<file path="src/design/sfts_pkg.sv">
// Package with shared constants, types and codes of the tick scheduler.
`timescale 1ns / 1ps
package sfts_pkg;
  localparam int NUM_TASKS_DEF = 1;
  localparam int NUM_USER_PROCS_DEF = 7;
  localparam int NUM_SEMAPHORES_DEF = 4;
  localparam int MS_PER_SECOND = 1000;
  localparam int SLEEP_SCALE = 10;

  localparam logic [2:0] ACT_WAIT = 3'd0;
  localparam logic [2:0] ACT_SIGNAL = 3'd1;
  localparam logic [2:0] ACT_SLEEP = 3'd2;
  localparam logic [2:0] ACT_RESCHED = 3'd3;
  localparam logic [2:0] ACT_LOAD = 3'd4;

  localparam logic [2:0] CFG_SEM_A = 3'd0;
  localparam logic [2:0] CFG_SEM_D = 3'd3;
  localparam logic [2:0] CFG_TICK_RATE = 3'd4;

  typedef struct packed {
    logic       start;
  } scan_cmd_t;

  typedef struct packed {
    logic       busy;
    logic       done;
    logic       found;
    logic [3:0] idx;
  } scan_stat_t;
endpackage

</file>
<file path="src/design/sfts_if.sv">
// Valid-ready channel interfaces for the input and result transactions.
`timescale 1ns / 1ps
interface sfts_in_if;
  logic        valid;
  logic        ready;
  logic [2:0]  action;
  logic [1:0]  sem_index;
  logic [15:0] sleep_ms;
  logic [2:0]  proc_index;
  logic [15:0] new_ticks;
  logic [15:0] new_priority;
  logic [19:0] new_sleeping;
  logic        new_blocked;
  modport source (output valid, action, sem_index, sleep_ms, proc_index, new_ticks,
                  new_priority, new_sleeping, new_blocked, input ready);
  modport sink (input valid, action, sem_index, sleep_ms, proc_index, new_ticks,
                new_priority, new_sleeping, new_blocked, output ready);
endinterface

interface sfts_out_if;
  logic       valid;
  logic       ready;
  logic [2:0] running_proc;
  logic       none_ready;
  logic       caller_blocked;
  logic       woken_valid;
  logic [2:0] woken_proc;
  modport source (output valid, running_proc, none_ready, caller_blocked, woken_valid,
                  woken_proc, input ready);
  modport sink (input valid, running_proc, none_ready, caller_blocked, woken_valid,
                woken_proc, output ready);
endinterface

</file>
<file path="src/design/sfts_scan.sv">
// Sequential scan unit that finds the best runnable process one entry per cycle.
`timescale 1ns / 1ps
module sfts_scan
  import sfts_pkg::*;
#(
  parameter int NPROC = NUM_TASKS_DEF + NUM_USER_PROCS_DEF
) (
  input  logic             clk,
  input  logic             rst_n,
  input  scan_cmd_t        cmd,
  input  logic [15:0]      slice,
  input  logic             eligible,
  output logic [3:0]       rd_idx,
  output scan_stat_t       stat
);
  logic [3:0]  idx_r, idx_nxt;
  logic [3:0]  best_idx_r, best_idx_nxt;
  logic [15:0] best_r, best_nxt;
  logic        busy_r, busy_nxt;
  logic        done_r, done_nxt;

  always_comb begin
    idx_nxt = idx_r;
    best_idx_nxt = best_idx_r;
    best_nxt = best_r;
    busy_nxt = busy_r;
    done_nxt = 1'b0;
    if (cmd.start) begin
      idx_nxt = '0;
      best_nxt = '0;
      best_idx_nxt = '0;
      busy_nxt = 1'b1;
    end else if (busy_r) begin
      if (eligible && (slice > best_r)) begin
        best_nxt = slice;
        best_idx_nxt = idx_r;
      end
      if (idx_r == 4'(NPROC - 1)) begin
        busy_nxt = 1'b0;
        done_nxt = 1'b1;
      end else begin
        idx_nxt = idx_r + 4'd1;
      end
    end
  end

  always_ff @(posedge clk) begin
    if (!rst_n) begin
      busy_r <= 1'b0;
      done_r <= 1'b0;
      idx_r <= '0;
    end else begin
      busy_r <= busy_nxt;
      done_r <= done_nxt;
      idx_r <= idx_nxt;
    end
    best_r <= best_nxt;
    best_idx_r <= best_idx_nxt;
  end

  assign rd_idx = idx_r;
  assign stat.busy = busy_r;
  assign stat.done = done_r;
  assign stat.found = (best_r != '0);
  assign stat.idx = best_idx_r;
endmodule

</file>
<file path="src/design/semaphore_fifo_tick_scheduler_core.sv">
// Top level of the semaphore FIFO tick scheduler.
`timescale 1ns / 1ps
// The block takes one system call transaction at a time and returns one result
// transaction for each. Wait, signal and load pass from acceptance through the
// execute state to the output state, and the block can take its next transaction
// in the cycle after the result leaves. A sleep, a reschedule or a blocking wait
// runs the shared scan unit over the process table, one entry per cycle, and a
// second pass after the refill when the first finds nothing. The sleep conversion
// is a reciprocal multiply followed by a multiply by the tick rate and sleep scale.
module semaphore_fifo_tick_scheduler_core
  import sfts_pkg::*;
#(
  parameter int NUM_TASKS = NUM_TASKS_DEF,
  parameter int NUM_USER_PROCS = NUM_USER_PROCS_DEF,
  parameter int NUM_SEMAPHORES = NUM_SEMAPHORES_DEF
) (
  input  logic        clk,
  input  logic        rst_n,
  input  logic        cfg_we,
  input  logic [2:0]  cfg_index,
  input  logic [9:0]  cfg_data,
  sfts_in_if.sink     in_ch,
  sfts_out_if.source  out_ch
);
  localparam int NPROC = NUM_TASKS + NUM_USER_PROCS;
  localparam int QW = (NUM_USER_PROCS > 1) ? $clog2(NUM_USER_PROCS) : 1;
  localparam int PW = (NPROC > 1) ? $clog2(NPROC) : 1;
  localparam int SW = (NUM_SEMAPHORES > 1) ? $clog2(NUM_SEMAPHORES) : 1;
  localparam logic [16:0] MS_RECIP = 17'd67109;

  localparam logic [2:0] ST_IDLE = 3'd0;
  localparam logic [2:0] ST_EXEC = 3'd1;
  localparam logic [2:0] ST_SCAN = 3'd2;
  localparam logic [2:0] ST_REFILL = 3'd3;
  localparam logic [2:0] ST_SCAN2 = 3'd4;
  localparam logic [2:0] ST_OUT = 3'd5;
  localparam logic [2:0] ST_SLEEPMUL = 3'd6;

  logic [2:0]  state_r;
  logic [15:0] slice_left_r [NPROC];
  logic [15:0] slice_refill_r [NPROC];
  logic [19:0] sleep_left_r [NPROC];
  logic [NPROC-1:0] blocked_r;
  logic [PW-1:0] cur_r;
  logic signed [4:0] sem_count_r [NUM_SEMAPHORES];
  logic [QW-1:0] head_r [NUM_SEMAPHORES];
  logic [QW-1:0] tail_r [NUM_SEMAPHORES];
  logic [PW-1:0] ring_r [NUM_SEMAPHORES][NUM_USER_PROCS];
  logic [9:0]  tick_rate_r;

  logic [2:0]  act_r;
  logic [1:0]  sem_r;
  logic [15:0] ms_r;
  logic [2:0]  pi_r;
  logic [15:0] nt_r, np_r;
  logic [19:0] ns_r;
  logic        nb_r;
  logic [6:0]  secs_r;

  logic [2:0]  o_wp_r;
  logic        o_none_r, o_blk_r, o_wv_r;

  scan_cmd_t  scmd;
  scan_stat_t sstat;
  logic [3:0] rd_idx;
  logic [PW-1:0] rd_p;
  logic [15:0] rd_slice;
  logic        rd_elig;

  assign rd_p = rd_idx[PW-1:0];
  assign rd_slice = slice_left_r[rd_p];
  assign rd_elig = (sleep_left_r[rd_p] == '0) && !blocked_r[rd_p];

  sfts_scan #(.NPROC(NPROC)) u_scan (
    .clk(clk), .rst_n(rst_n), .cmd(scmd), .slice(rd_slice),
    .eligible(rd_elig), .rd_idx(rd_idx), .stat(sstat)
  );

  logic sem_ok;
  logic [SW-1:0] sem_sel;
  logic [SW-1:0] cfg_sel;
  logic signed [4:0] sc;
  logic [PW-1:0] wp;
  logic [32:0] recip;
  logic [29:0] prod;
  assign sem_ok = 32'(sem_r) < NUM_SEMAPHORES;
  assign sem_sel = SW'(sem_r);
  assign cfg_sel = SW'(cfg_index[1:0]);
  assign sc = sem_count_r[sem_sel];
  assign wp = ring_r[sem_sel][head_r[sem_sel]];
  assign recip = 33'(ms_r) * 33'(MS_RECIP);
  assign prod = 30'(secs_r) * 30'(tick_rate_r) * 30'(SLEEP_SCALE);

  assign in_ch.ready = (state_r == ST_IDLE);
  assign out_ch.valid = (state_r == ST_OUT);
  assign out_ch.running_proc = 3'(cur_r);
  assign out_ch.none_ready = o_none_r;
  assign out_ch.caller_blocked = o_blk_r;
  assign out_ch.woken_valid = o_wv_r;
  assign out_ch.woken_proc = o_wp_r;

  always_comb begin
    scmd.start = 1'b0;
    if (state_r == ST_REFILL) scmd.start = 1'b1;
    if (state_r == ST_SLEEPMUL) scmd.start = 1'b1;
    if (state_r == ST_EXEC && (act_r == ACT_RESCHED ||
        (act_r == ACT_WAIT && sem_ok && (sc == -5'sd16 || sc - 5'sd1 < 0))))
      scmd.start = 1'b1;
  end

  always_ff @(posedge clk) begin
    if (!rst_n) begin
      state_r <= ST_IDLE;
      cur_r <= '0;
      blocked_r <= '0;
      tick_rate_r <= 10'd100;
      for (int s = 0; s < NUM_SEMAPHORES; s++) begin
        sem_count_r[s] <= 5'sd1;
        head_r[s] <= '0;
        tail_r[s] <= '0;
      end
      for (int i = 0; i < NPROC; i++) begin
        slice_left_r[i] <= '0;
        slice_refill_r[i] <= '0;
        sleep_left_r[i] <= '0;
      end
    end else begin
      if (cfg_we) begin
        if (cfg_index <= CFG_SEM_D) begin
          if (32'(cfg_index) < NUM_SEMAPHORES) begin
            sem_count_r[cfg_sel] <= $signed({1'b0, cfg_data[3:0]});
            head_r[cfg_sel] <= '0;
            tail_r[cfg_sel] <= '0;
          end
        end else if (cfg_index == CFG_TICK_RATE) begin
          tick_rate_r <= cfg_data;
        end
      end
      unique case (state_r)
        ST_IDLE: begin
          if (in_ch.valid) begin
            state_r <= ST_EXEC;
            o_none_r <= 1'b0;
            o_blk_r <= 1'b0;
            o_wv_r <= 1'b0;
            o_wp_r <= '0;
          end
        end
        ST_EXEC: begin
          state_r <= ST_OUT;
          if (act_r == ACT_WAIT && sem_ok) begin
            if (sc != -5'sd16) sem_count_r[sem_sel] <= sc - 5'sd1;
            if (sc == -5'sd16 || sc - 5'sd1 < 0) begin
              blocked_r[cur_r] <= 1'b1;
              ring_r[sem_sel][tail_r[sem_sel]] <= cur_r;
              tail_r[sem_sel] <=
                (tail_r[sem_sel] == QW'(NUM_USER_PROCS - 1)) ? '0 :
                tail_r[sem_sel] + 1'b1;
              o_blk_r <= 1'b1;
              state_r <= ST_SCAN;
            end
          end else if (act_r == ACT_SIGNAL && sem_ok) begin
            if (sc != 5'sd15) sem_count_r[sem_sel] <= sc + 5'sd1;
            if (sc != 5'sd15 && sc + 5'sd1 <= 0) begin
              if (32'(wp) < NPROC) blocked_r[wp] <= 1'b0;
              o_wp_r <= 3'(wp);
              o_wv_r <= 1'b1;
              head_r[sem_sel] <=
                (head_r[sem_sel] == QW'(NUM_USER_PROCS - 1)) ? '0 :
                head_r[sem_sel] + 1'b1;
            end
          end else if (act_r == ACT_SLEEP) begin
            state_r <= ST_SLEEPMUL;
          end else if (act_r == ACT_RESCHED) begin
            state_r <= ST_SCAN;
          end else if (act_r == ACT_LOAD && 32'(pi_r) < NPROC) begin
            slice_left_r[pi_r[PW-1:0]] <= nt_r;
            slice_refill_r[pi_r[PW-1:0]] <= np_r;
            sleep_left_r[pi_r[PW-1:0]] <= ns_r;
            blocked_r[pi_r[PW-1:0]] <= nb_r;
          end
        end
        ST_SLEEPMUL: begin
          sleep_left_r[cur_r] <= prod[19:0];
          state_r <= ST_SCAN;
        end
        ST_SCAN, ST_SCAN2: begin
          if (sstat.done) begin
            if (sstat.found) begin
              cur_r <= sstat.idx[PW-1:0];
              state_r <= ST_OUT;
            end else if (state_r == ST_SCAN) begin
              state_r <= ST_REFILL;
            end else begin
              o_none_r <= 1'b1;
              state_r <= ST_OUT;
            end
          end
        end
        ST_REFILL: begin
          for (int i = 0; i < NPROC; i++)
            if (slice_left_r[i] == '0) slice_left_r[i] <= slice_refill_r[i];
          state_r <= ST_SCAN2;
        end
        ST_OUT: begin
          if (out_ch.ready) state_r <= ST_IDLE;
        end
        default: state_r <= ST_IDLE;
      endcase
    end
    if (state_r == ST_IDLE) begin
      act_r <= in_ch.action;
      sem_r <= in_ch.sem_index;
      ms_r <= in_ch.sleep_ms;
      pi_r <= in_ch.proc_index;
      nt_r <= in_ch.new_ticks;
      np_r <= in_ch.new_priority;
      ns_r <= in_ch.new_sleeping;
      nb_r <= in_ch.new_blocked;
    end
    if (state_r == ST_EXEC) secs_r <= recip[32:26];
  end

  assert property (@(posedge clk) disable iff (!rst_n)
    out_ch.valid |-> !in_ch.ready) else $error("accepting while a result is pending");
  assert property (@(posedge clk) disable iff (!rst_n)
    (state_r == ST_REFILL) |=> sstat.busy) else $error("second scan did not start");
  assert property (@(posedge clk) disable iff (!rst_n)
    out_ch.valid |-> !(o_blk_r && o_wv_r)) else $error("blocked and woken together");
endmodule

</file>
<file path="src/flat_wrapper.sv">
// flat-port wrapper written by rule: the top's interface ports become plain ports
module semaphore_fifo_tick_scheduler_core_flat import sfts_pkg::*;
#(
  parameter int NUM_TASKS = NUM_TASKS_DEF,
  parameter int NUM_USER_PROCS = NUM_USER_PROCS_DEF,
  parameter int NUM_SEMAPHORES = NUM_SEMAPHORES_DEF
)
  (clk, rst_n, cfg_we, cfg_index, cfg_data, in_ch_valid, in_ch_action, in_ch_sem_index, in_ch_sleep_ms, in_ch_proc_index, in_ch_new_ticks, in_ch_new_priority, in_ch_new_sleeping, in_ch_new_blocked, in_ch_ready, out_ch_valid, out_ch_running_proc, out_ch_none_ready, out_ch_caller_blocked, out_ch_woken_valid, out_ch_woken_proc, out_ch_ready);
  sfts_in_if in_ch_i ();
  sfts_out_if out_ch_i ();
  input  logic clk;
  input  logic rst_n;
  input  logic cfg_we;
  input  logic [2:0] cfg_index;
  input  logic [9:0] cfg_data;
  input wire logic [$bits(in_ch_i.valid)-1:0] in_ch_valid;
  input wire logic [$bits(in_ch_i.action)-1:0] in_ch_action;
  input wire logic [$bits(in_ch_i.sem_index)-1:0] in_ch_sem_index;
  input wire logic [$bits(in_ch_i.sleep_ms)-1:0] in_ch_sleep_ms;
  input wire logic [$bits(in_ch_i.proc_index)-1:0] in_ch_proc_index;
  input wire logic [$bits(in_ch_i.new_ticks)-1:0] in_ch_new_ticks;
  input wire logic [$bits(in_ch_i.new_priority)-1:0] in_ch_new_priority;
  input wire logic [$bits(in_ch_i.new_sleeping)-1:0] in_ch_new_sleeping;
  input wire logic [$bits(in_ch_i.new_blocked)-1:0] in_ch_new_blocked;
  output wire logic [$bits(in_ch_i.ready)-1:0] in_ch_ready;
  output wire logic [$bits(out_ch_i.valid)-1:0] out_ch_valid;
  output wire logic [$bits(out_ch_i.running_proc)-1:0] out_ch_running_proc;
  output wire logic [$bits(out_ch_i.none_ready)-1:0] out_ch_none_ready;
  output wire logic [$bits(out_ch_i.caller_blocked)-1:0] out_ch_caller_blocked;
  output wire logic [$bits(out_ch_i.woken_valid)-1:0] out_ch_woken_valid;
  output wire logic [$bits(out_ch_i.woken_proc)-1:0] out_ch_woken_proc;
  input wire logic [$bits(out_ch_i.ready)-1:0] out_ch_ready;
  assign in_ch_i.valid = in_ch_valid;
  assign in_ch_i.action = in_ch_action;
  assign in_ch_i.sem_index = in_ch_sem_index;
  assign in_ch_i.sleep_ms = in_ch_sleep_ms;
  assign in_ch_i.proc_index = in_ch_proc_index;
  assign in_ch_i.new_ticks = in_ch_new_ticks;
  assign in_ch_i.new_priority = in_ch_new_priority;
  assign in_ch_i.new_sleeping = in_ch_new_sleeping;
  assign in_ch_i.new_blocked = in_ch_new_blocked;
  assign in_ch_ready = in_ch_i.ready;
  assign out_ch_valid = out_ch_i.valid;
  assign out_ch_running_proc = out_ch_i.running_proc;
  assign out_ch_none_ready = out_ch_i.none_ready;
  assign out_ch_caller_blocked = out_ch_i.caller_blocked;
  assign out_ch_woken_valid = out_ch_i.woken_valid;
  assign out_ch_woken_proc = out_ch_i.woken_proc;
  assign out_ch_i.ready = out_ch_ready;
  semaphore_fifo_tick_scheduler_core #(.NUM_TASKS(NUM_TASKS), .NUM_USER_PROCS(NUM_USER_PROCS), .NUM_SEMAPHORES(NUM_SEMAPHORES)) u_core (.clk(clk), .rst_n(rst_n), .cfg_we(cfg_we), .cfg_index(cfg_index), .cfg_data(cfg_data), .in_ch(in_ch_i), .out_ch(out_ch_i));
endmodule
</file>
<file path="config.mk">
export PLATFORM = sky130hd
export DESIGN_NAME = semaphore_fifo_tick_scheduler_core_flat
export DESIGN_NICKNAME = d
export VERILOG_FILES = /design/src/design/sfts_pkg.sv /design/src/design/sfts_if.sv /design/src/design/sfts_scan.sv /design/src/design/semaphore_fifo_tick_scheduler_core.sv /design/src/flat_wrapper.sv
export SDC_FILE = /design/constraint.sdc
export NUM_CORES = 1
export LEC_CHECK = 0
export BUFFER_PORTS_ARGS = -buffer_cell sky130_fd_sc_hd__buf_2
export CAP_MARGIN = 20
export CORE_MARGIN = 8
export CORE_UTILIZATION = 50
export CTS_BUF_LIST = sky130_fd_sc_hd__clkbuf_4 sky130_fd_sc_hd__clkbuf_8 sky130_fd_sc_hd__clkbuf_16
export CTS_CLUSTER_DIAMETER = 150
export DETAILED_ROUTE_END_ITERATION = 10
export MAX_ROUTING_LAYER = met4
export PLACE_DENSITY = 0.74
export SYNTH_ARGS = -nofsm -noshare
export SYNTH_HDL_FRONTEND = slang
export SYNTH_SLANG_ARGS = --single-unit
</file>
<file path="constraint.sdc">
create_clock -name clk -period 12.3 [get_ports clk]
set_clock_uncertainty 0.1 [all_clocks]
set_input_delay 1.845 -clock clk [delete_from_list [all_inputs] [get_ports clk]]
set_output_delay 1.845 -clock clk [all_outputs]
set_load 0.05 [all_outputs]
</file>
==> impl_results.md, run 1 <==
* Top cell type's share of synthesized area at 0.518
* TritonRoute pass-1 iters at 5
* Die width at between 200 and 300 um
* CTS Sinks at 688
* Hold slack at 0.375 ns
* EDFF count, synth at 602
* CP required at 12.66 ns
* Max-slew headroom at 0.265
* Antenna violations before repair at 2
* Hold Crit Start: u_core.slice_refill_r[7][13]
* Sequential area share after synthesis at 0.567
* First-pass GRT wire length at 130000 um
* Hold Path Class: reg -> reg
* Most frequent cells in the layout: 602 x edfxtp_1, 308 x nor2_1, 210 x ha_1
* Root Buffer: clkbuf_16
* Syn Nets at 3099
* CTS resizes at 0
* Setup Viol. Count Final at 0
* Avg Cell Area, Syn at 12.9 um^2
* Via count at 22800
* Mapped cell area at between 0.03 and 0.04 mm^2
* Skew-Pair Late Insertion Delay at 0.64 ns
* Clk slew on worst S/H paths at 0.06 ns
* Main synth FF type: edfxtp_1
* DRC at 0
* Cells after synthesis at 2714
* Crit path capture type: flop
* Initial Util at 0.502
* Worst R2R Start: u_core.secs_r[3]
* Largest area contributor in the netlist: edfxtp_1
* Reg-to-Reg End: u_core.sleep_left_r[1][19]
* Placed instance count at 3667
* DR WL/cell at 22.1 um
* Vias in the first global route at roughly 23000
* Status: finished, final reports clean
* Starting DRC count in detailed routing at 2161
* # Post-CTS Setup Buffers at 0
* CTS max path bufs at 3
* DP HPWL at 59200 um
* R2R cell count at 25
* H-tree Lvls at 3
* Total GRT Usage at 0.216
* Post-Layout Inst Area at 0.0390 mm^2
* Rows at 97
* Worst-path maximum fanout at 10
* Yosys warns at 0
* CTS buffer count at about 70
* Worst Hold Path EP: u_core.slice_refill_r[7][13]
* Remaining antenna violation count at 0
* Critical path origin: u_core.secs_r[3]
* Period utilisation layout at 0.613
* Worst slew pin tran at 1.10 ns
* RSZ-0062 raised after global routing: no
* Fin crit period at 7.54 ns
* Crit path kind: reg -> reg
* Drt total wl at 83900 um
* Die area at between 0.07 and 0.08 mm^2
* Placed Area at around 0.036 mm^2
* Synth area leaders: edfxtp_1 52%, ha_1 7.5%, dfxtp_1 4.9%
* Final Hold Viols at 0
* Fin cells at 3805
* Layout cells sized above 1 at 0.134
* Num ports at 106
* Die H at between 200 and 300 um
* Crit path DAT at 7.90 ns
* Vias/cell at between 5 and 6
* PortBufs at around 110
* Share of synthesized registers carrying an async set or reset at 0
* Pins Over Slew Limit at 0
* Layout area overhead at 11.7%
* Fmax at 133 MHz
* Layout Nets at 3191
* WHS Path Cells at 1
* Setup TNS at 0 ns
* Most common cell after layout, fill and taps aside: edfxtp_1
* Core area at just under 0.07 mm^2
* FF-to-FF setup slack at 4.76 ns
* Largest net degree at the start of global routing at 60
* Max-cap violations at 0
* CTS Hold Bufs at 0
* CP startpoint kind: flop
* Gr ovfl total at 0
* Gpl congestion at slightly above 0.9
* CTS tree: done
* Yosys reg bits at 688
* Count of cell types in the netlist at 72
==> area by class of cell <==
type	instances	area, um^2
sequential	688	19800
timing repair buffer	154	912
clock inverter	43	518
antenna	2	5.00
fill	5463	30500
multi-input combinational	1739	14100
clock buffer	88	1960
inverter	151	567
tap	940	1180
==> synthesized netlist by cell type, types with 52 or more instances <==
| master | number |
|---|---|
| inv_1 | 151 |
| nor4_1 | 66 |
| and2_1 | 111 |
| a22o_1 | 163 |
| edfxtp_1 | 602 |
| ha_1 | 210 |
| nor2_1 | 315 |
| mux2i_1 | 55 |
| fa_1 | 80 |
| clkbuf_1 | 103 |
| nand3_1 | 52 |
| a21oi_1 | 73 |
| nand2_1 | 116 |
| dfxtp_1 | 86 |
| and3_1 | 63 |
| mux4_2 | 56 |
==> metal layers <==
layer | routed length, um | track usage | up-vias | share of wire
li1 | - | - | 10300 | -
met1 | 34400 | 0.275 | 11400 | 0.41
met2 | 40600 | 0.351 | 945 | 0.48
met3 | 6380 | 0.0386 | 176 | 0.076
met4 | 2550 | 0.0720 | 0 | 0.030
met5 | 0 | - | - | 0
==> cell families (layout without fill, tap and decap cells) <==
logic type	count (synthesis)	in the layout	share of synthesized area
and+or+nand+nor	859	859	0.122
adders and majority gates	291	291	0.121
AOI/OAI and AO/OA	418	418	0.0889
xor gates and xnor gates	40	40	0.0106
muxes	131	131	0.0583
DFF	688	688	0.567
other	0	2	0
buffers and inverters	287	436	0.0314
==> how the worst max path moves through the flow <==
| stage | to | depth (start not counted) |
|---|---|---|
| floorplan | in_ch_ready | 2 |
| global placement | u_core.sleep_left_r[3][17] | 25 |
| detailed placement | u_core.sleep_left_r[0][15] | 24 |
| CTS | u_core.sleep_left_r[0][15] | 24 |
| global route | u_core.sleep_left_r[1][19] | 25 |
| finish | u_core.sleep_left_r[1][19] | 25 |
==> through the flow <==
step	util	setup slack, ns
2_1_floorplan	-	3.35
3_3_place_gp	0.524	4.94
3_5_place_dp	0.524	4.77
4_1_cts	0.560	4.73
5_1_grt	0.561	4.29
6_report	0.561	4.76
==> registers in the layout, indices dropped and copies added, names as in the netlist, 4 cells and up, named ones only <==
name                   flops
u_core.blocked_r           8
u_core.head_r             12
u_core.ms_r               16
u_core.np_r               16
u_core.ns_r               20
u_core.nt_r               16
u_core.ring_r             84
u_core.secs_r              7
u_core.sem_count_r        20
u_core.sleep_left_r      160
u_core.slice_left_r      128
u_core.slice_refill_r    128
u_core.tail_r             12
u_core.tick_rate_r        10
u_core.u_scan.best_r      16
u_core.u_scan.rd_idx       4
==> critical path, stage by stage (launching register included) <==
cell and delay, ns:
edfxtp_1 0.51, and2_1 0.24, fa_1 0.53, inv_1 0.05, fa_1 0.47, inv_1 0.05
fa_1 0.53, inv_1 0.05, fa_1 0.52, inv_1 0.04, ha_1 0.21, or2_2 0.33
or3_1 0.33, a31oi_1 0.22, xnor2_1 0.21, ha_1 0.29, ha_1 0.37, a2111oi_0 0.42
o211a_1 0.22, o31ai_1 0.12, a31oi_1 0.34, o2111ai_1 0.23, maj3_2 0.35, o21a_1 0.23
or2_4 0.31, nor2_2 0.11
Power of run 1 is left out: the tool's default activity adds up to more than one toggle a clock period on the data nets, which glitch-free logic cannot reach.
==> run 2: changes to the inputs <==
--- a/config.mk
+++ b/config.mk
@@ -13,7 +13,7 @@
 export CTS_CLUSTER_DIAMETER = 150
 export DETAILED_ROUTE_END_ITERATION = 10
 export MAX_ROUTING_LAYER = met4
-export PLACE_DENSITY = 0.74
+export PLACE_DENSITY = 0.77
 export SYNTH_ARGS = -nofsm -noshare
 export SYNTH_HDL_FRONTEND = slang
 export SYNTH_SLANG_ARGS = --single-unit
==> constraint.sdc (replaced) <==
create_clock -name clk -period 6.3 [get_ports clk]
set_clock_uncertainty 0.1 [all_clocks]
set_input_delay 0.945 -clock clk [delete_from_list [all_inputs] [get_ports clk]]
set_output_delay 0.945 -clock clk [all_outputs]
set_load 0.05 [all_outputs]
==> impl_results.md, run 2 (same netlist as run 1, synthesis figures left out) <==
* Core area at 0.0695 mm^2 (unchanged)
* Slowest cell delay on critical path at 0.56 ns (+0.03 ns)
* Layout area overhead at 16.6%
* Total GRT Usage at 0.220 (+0.00375)
* CP most frequent cell: fa_1
* CTS Sinks at 688 (unchanged)
* Num ports at 106 (unchanged)
* DRC at 0 (unchanged)
* Max reg flops at 160 (unchanged)
* Status: finished with violations
* Max-slew headroom at 0.267 (+0.00164)
* Most common cell after layout, fill and taps aside: edfxtp_1
* Max-cap violations at 0 (unchanged)
* Fin crit period at 6.68 ns (-0.870 ns)
* Critical path origin: u_core.secs_r[1]
* Violated checks: negative setup slack
* PortBufs at 105 (unchanged)
* First-pass GRT wire length at 132000 um (+1.6%)
* TritonRoute pass-1 iters at 6 (+1)
* Die width at 280 um (unchanged)
* Final WS setup at -0.375 ns (-5.13 ns)
* Crit path capture type: flop
* RSZ-0062 raised after global routing: yes
* CP startpoint kind: flop
* Remaining antenna violation count at 0 (unchanged)
* Hold slack at 0.376 ns (+0.000800 ns)
* Setup Viol. Count Final at 53 (+53)
* Starting DRC count in detailed routing at 2291 (+6.0%)
* Top reg by flops: u_core.sleep_left_r
* Worst R2R Start: u_core.secs_r[1]
* Root Buffer: clkbuf_16
* Clk slew on worst S/H paths at 0.06 ns (about the same)
* DP Worst Slack at -0.460 ns (-5.23 ns)
* DP HPWL at 59500 um (+0.58%)
* Drt total wl at 86400 um (+2.9%)
* Final Hold Viols at 0 (unchanged)
* Vias in the first global route at 23700 (+2.5%)
* Worst-path maximum fanout at 5 (-5)
* CP cell instances: buf_6 > and2_4 > fa_1 > fa_1 > fa_1 > inv_2 > fa_1 > inv_2 > ha_4 > or2_4 > or3_4 > a31oi_4 > xnor2_2 > ha_4 > ha_4 > buf_4 > a2111oi_4 > o31ai_4 > a31oi_2 > o2111ai_2 > maj3_2 > o21a_1 > or2_4 > nor2_4
* Hold Crit Start: u_core.slice_refill_r[6][10]
* H-tree Lvls at 3 (unchanged)
* CTS buffer count at 73 (+1.4%)
* CTS Hold Bufs at 0 (unchanged)
* Antenna violations before repair at 4 (+2)
* Fin cells at 3920 (+3.0%)
* DR WL/cell at 22.0 um (-0.13%)
* Rows at 97 (unchanged)
* Layout cells sized above 1 at 0.203 (+0.0690)
* Placed instance count at 3755 (+2.4%)
* Vias/cell at 6.00 (+0.20%)
* Hold Path Class: reg -> reg
* Die H at 280 um (unchanged)
* Crit path kind: reg -> reg
* Pins Over Slew Limit at 0 (unchanged)
* Initial Util at 0.502 (unchanged)
* CTS max path bufs at 3 (unchanged)
* Worst slew pin tran at 1.10 ns (-0.00246 ns)
* Setup TNS at -12.14 ns (-12.14 ns)
* CP required at 6.64 ns (-6.02 ns)
* Largest net degree at the start of global routing at 60 (unchanged)
* Most frequent cells in the layout: 602 x edfxtp_1, 268 x nor2_1, 198 x ha_1
* Gr ovfl total at 0 (unchanged)
* Gpl congestion at 0.891 (-4.1%)
* Period utilisation layout at 1.06 (+0.446)
* Layout Nets at 3304 (+3.5%)
* Fmax at 150 MHz (+13%)
* Die area at 0.0785 mm^2 (unchanged)
* Critical path's slowest cell: fa_1
* Via count at 23500 (+3.2%)
* Crit path DAT at 7.02 ns (-0.88 ns)
* Registers with the most flip-flops: u_core.sleep_left_r: 160 flops, u_core.slice_left_r: 128 flops, u_core.slice_refill_r: 128 flops
* Skew-Pair Late Insertion Delay at 0.63 ns (about the same)
* CTS tree: done
run 2: cell count changes in the layout (fill, tap and decap cells not counted), moves of 12 or more:
cell	change
buf_4	+91
buf_6	+16
ha_1	-12
nor2_1	-40
nor2_2	+19
nor2_4	+21
run 2: cell type report:
type                    instances  area [um^2]
multi-input cells            1739        14700
flip-flops and latches        688        19800
inverters                     151          567
fillers                      5177        28800
clock buffers                  94         2010
diodes                          1         2.50
well taps                     940         1180
clock inverters                41          523
repair buffers                266         1880
run 2: repair_timing:
action,CTS,global route
buffers inserted,9,17
pin swaps,43,48
setup endpoints to repair,63,80
resized for setup,46,100
cloned,0,0
run 2: per-stage QoR:
| step | util | instance area, um^2 |
|---|---|---|
| 6_report | 0.585 | 40700 |
| 5_1_grt | 0.585 | 40700 |
| 4_1_cts | 0.576 | 40100 |
| 3_5_place_dp | 0.535 | 37200 |
| 3_3_place_gp | 0.534 | 37200 |
| 2_1_floorplan | - | 35000 |
run 2: layer usage:
layer	track usage	routed length [um]
met2	0.367	42700
met3	0.0357	6870
met5	-	0
met4	0.0814	3200
met1	0.270	33600
run 2: worst max-delay path: cells and delay by family (launching register included):
kind / cells / cell delay (ns)
buffers and inverters: 4 / 0.36
AOI/OAI and AO/OA: 6 / 1.29
and+or+nand+nor: 5 / 1.13
DFF: 1 / 0.40
xor gates and xnor gates: 1 / 0.17
adders and majority gates: 8 / 3.04
run 2: path summary, 6_finish.rpt:
path                                  end  slack, ns  cells after the start
max            u_core.sleep_left_r[0][19]      -0.38                     24
min          u_core.slice_refill_r[6][10]       0.38                      1
max reg2reg    u_core.sleep_left_r[0][19]      -0.38                     24
min reg2reg  u_core.slice_refill_r[6][10]       0.38                      1
Power of run 2 is left out for the same reason.
==> run 3: changes to the inputs <==
--- a/config.mk
+++ b/config.mk
@@ -14,6 +14,7 @@
 export DETAILED_ROUTE_END_ITERATION = 10
 export MAX_ROUTING_LAYER = met4
 export PLACE_DENSITY = 0.77
+export RECOVER_POWER = 25
 export SYNTH_ARGS = -nofsm -noshare
 export SYNTH_HDL_FRONTEND = slang
 export SYNTH_SLANG_ARGS = --single-unit
==> impl_results.md, run 3 (same netlist as run 1, synthesis figures left out) <==
* Fill count at 5189 (+0.23%)
* Core area at 0.0695 mm^2 (unchanged)
* Worst slew pin tran at 3.64 ns (+2.55 ns)
* Die area at 0.0785 mm^2 (unchanged)
* Rows at 97 (unchanged)
* Critical path's slowest cell: fa_1
* DRC at 0 (unchanged)
* Post-Layout Inst Area at 0.0406 mm^2 (-0.14%)
* Final Hold Viols at 0 (unchanged)
* CP most frequent cell: fa_1
* Most common cell after layout, fill and taps aside: edfxtp_1
* Clk slew on worst S/H paths at 0.06 ns (about the same)
* Status: finished with violations
* First-pass GRT wire length at 132000 um (unchanged)
* DP HPWL at 59500 um (unchanged)
* Final WS setup at -0.386 ns (-0.0112 ns)
* Setup Viol. Count Final at 55 (+3.8%)
* PortBufs at 105 (unchanged)
* Max-cap violations at 5 (+5)
* Hold Crit Start: u_core.slice_refill_r[6][10]
* Worst-path maximum fanout at 5 (unchanged)
* Vias/cell at 6.01 (+0.19%)
* GRT Max-Usage Layer: met2
* Layout area overhead at 16.4%
* CTS Hold Bufs at 0 (unchanged)
* CTS tree: done
* DR WL/cell at 22.0 um (about the same)
* Period utilisation layout at 1.06 (+0.00178)
* Fin crit period at 6.69 ns (+0.0112 ns)
* Worst R2R Start: u_core.secs_r[1]
* Crit path kind: reg -> reg
* Max-slew headroom at -1.43 (-1.69)
* Crit path DAT at 7.03 ns (about the same)
* CTS Sinks at 688 (unchanged)
* CTS buffer count at 73 (unchanged)
* Remaining antenna violation count at 0 (unchanged)
* CP cell instances: buf_6 > and2_4 > fa_1 > fa_1 > fa_1 > inv_2 > fa_1 > inv_2 > ha_4 > or2_4 > or3_4 > a31oi_4 > xnor2_2 > ha_4 > ha_4 > buf_4 > a2111oi_4 > o31ai_4 > a31oi_2 > o2111ai_2 > maj3_2 > o21a_1 > or2_4 > nor2_4
* RSZ-0062 raised after global routing: yes
* Most frequent cells in the layout: 602 x edfxtp_1, 268 x nor2_1, 198 x ha_1
* TritonRoute pass-1 iters at 6 (unchanged)
* Via count at 23600 (+0.19%)
* Layout cells sized above 1 at 0.194 (-0.00873)
* M3 GR Usage at 0.0357 (unchanged)
* WHS Path Cells at 1 (unchanged)
* Setup TNS at -12.38 ns (-0.241 ns)
* Fmax at 150 MHz (-0.17%)
* Die width at 280 um (unchanged)
* M2 GR Usage at 0.367 (unchanged)
* Die H at 280 um (unchanged)
* Starting DRC count in detailed routing at 2195 (-4.2%)
* CP top delay family: adder cells
* Worst Hold Path EP: u_core.slice_refill_r[6][10]
* Initial Util at 0.502 (unchanged)
* Max reg flops at 160 (unchanged)
* CTS max path bufs at 3 (unchanged)
* Placed Area at 0.0372 mm^2 (unchanged)
* Reg-to-Reg End: u_core.sleep_left_r[0][19]
* Largest net degree at the start of global routing at 60 (unchanged)
* CP startpoint kind: flop
* WP buf/inv at 4 (unchanged)
* Registers with the most flip-flops: u_core.sleep_left_r: 160 flops, u_core.slice_left_r: 128 flops, u_core.slice_refill_r: 128 flops
* Routing usage on met1 at 0.270 (unchanged)
* Drt total wl at 86400 um (about the same)
* CP required at 6.64 ns (about the same)
* Root Buffer: clkbuf_16
* Slowest cell delay on critical path at 0.56 ns (about the same)
* H-tree Lvls at 3 (unchanged)
* Pins Over Slew Limit at 212 (+212)
* FF-to-FF setup slack at -0.39 ns (about the same)
* Top reg by flops: u_core.sleep_left_r
* Gpl congestion at 0.891 (unchanged)
* Num ports at 106 (unchanged)
* Violated checks: max-capacitance violations, max-slew violations, negative setup slack
* Layout Nets at 3304 (unchanged)
* Hold Path Class: reg -> reg
* R2R cell count at 24 (unchanged)
* Hold slack at 0.378 ns (+0.00213 ns)
* Total GRT Usage at 0.220 (unchanged)
* Gr ovfl total at 0 (unchanged)
* Skew-Pair Late Insertion Delay at 0.63 ns (about the same)
* Antenna violations before repair at 3 (-1)
* Vias in the first global route at 23700 (unchanged)
* Crit path capture type: flop
* Critical path origin: u_core.secs_r[1]
[run 3: worst max path at each step]
stage,end,slack (ns),depth (start not counted)
after floorplan,u_core.sleep_left_r[3][19],-0.18,25
after global placement,u_core.sleep_left_r[3][19],-0.31,25
after detailed placement,u_core.sleep_left_r[7][16],-0.46,26
after CTS,u_core.sleep_left_r[6][19],-0.36,25
after global routing,u_core.sleep_left_r[6][17],-0.60,27
final,u_core.sleep_left_r[0][19],-0.39,24
[run 3: timing repair]
| action | 4_1_cts | 5_1_grt |
|---|---|---|
| pin swaps | 43 | 48 |
| cloned | 0 | 0 |
| resized for setup | 46 | 100 |
| setup buffers | 9 | 17 |
| setup endpoints to repair | 63 | 80 |
[run 3: layer usage]
layer / vias to the layer above / part of all wire / wire length (um)
met1: 11700 / 0.39 / 33500
met4: 0 / 0.036 / 3140
li1: 10500 / - / -
met5: - / 0 / 0
met2: 1118 / 0.50 / 43000
met3: 211 / 0.078 / 6780
[run 3: per-stage QoR]
| step | instances | setup WS (ns) | utilization |
|---|---|---|---|
| final | 3920 | -0.386 | 0.584 |
| after global routing | 3920 | -0.603 | 0.584 |
| after CTS | 3898 | -0.361 | 0.576 |
| after detailed placement | 3755 | -0.460 | 0.535 |
| after global placement | 3750 | -0.314 | 0.534 |
| after floorplan | 2714 | -0.184 | - |
[run 3: final cells by class]
cell class                      count  area, um^2  area share
Sequential cell                   688       19800       0.487
Multi-Input combinational cell   1739       14700       0.362
Clock buffer                       94        2010      0.0494
Timing Repair Buffer              266        1840      0.0452
Tap cell                          940        1180      0.0289
Inverter                          151         567      0.0139
Clock inverter                     41         523      0.0129
Antenna cell                        1        2.50   0.0000616
Power of run 3 is left out for the same reason.
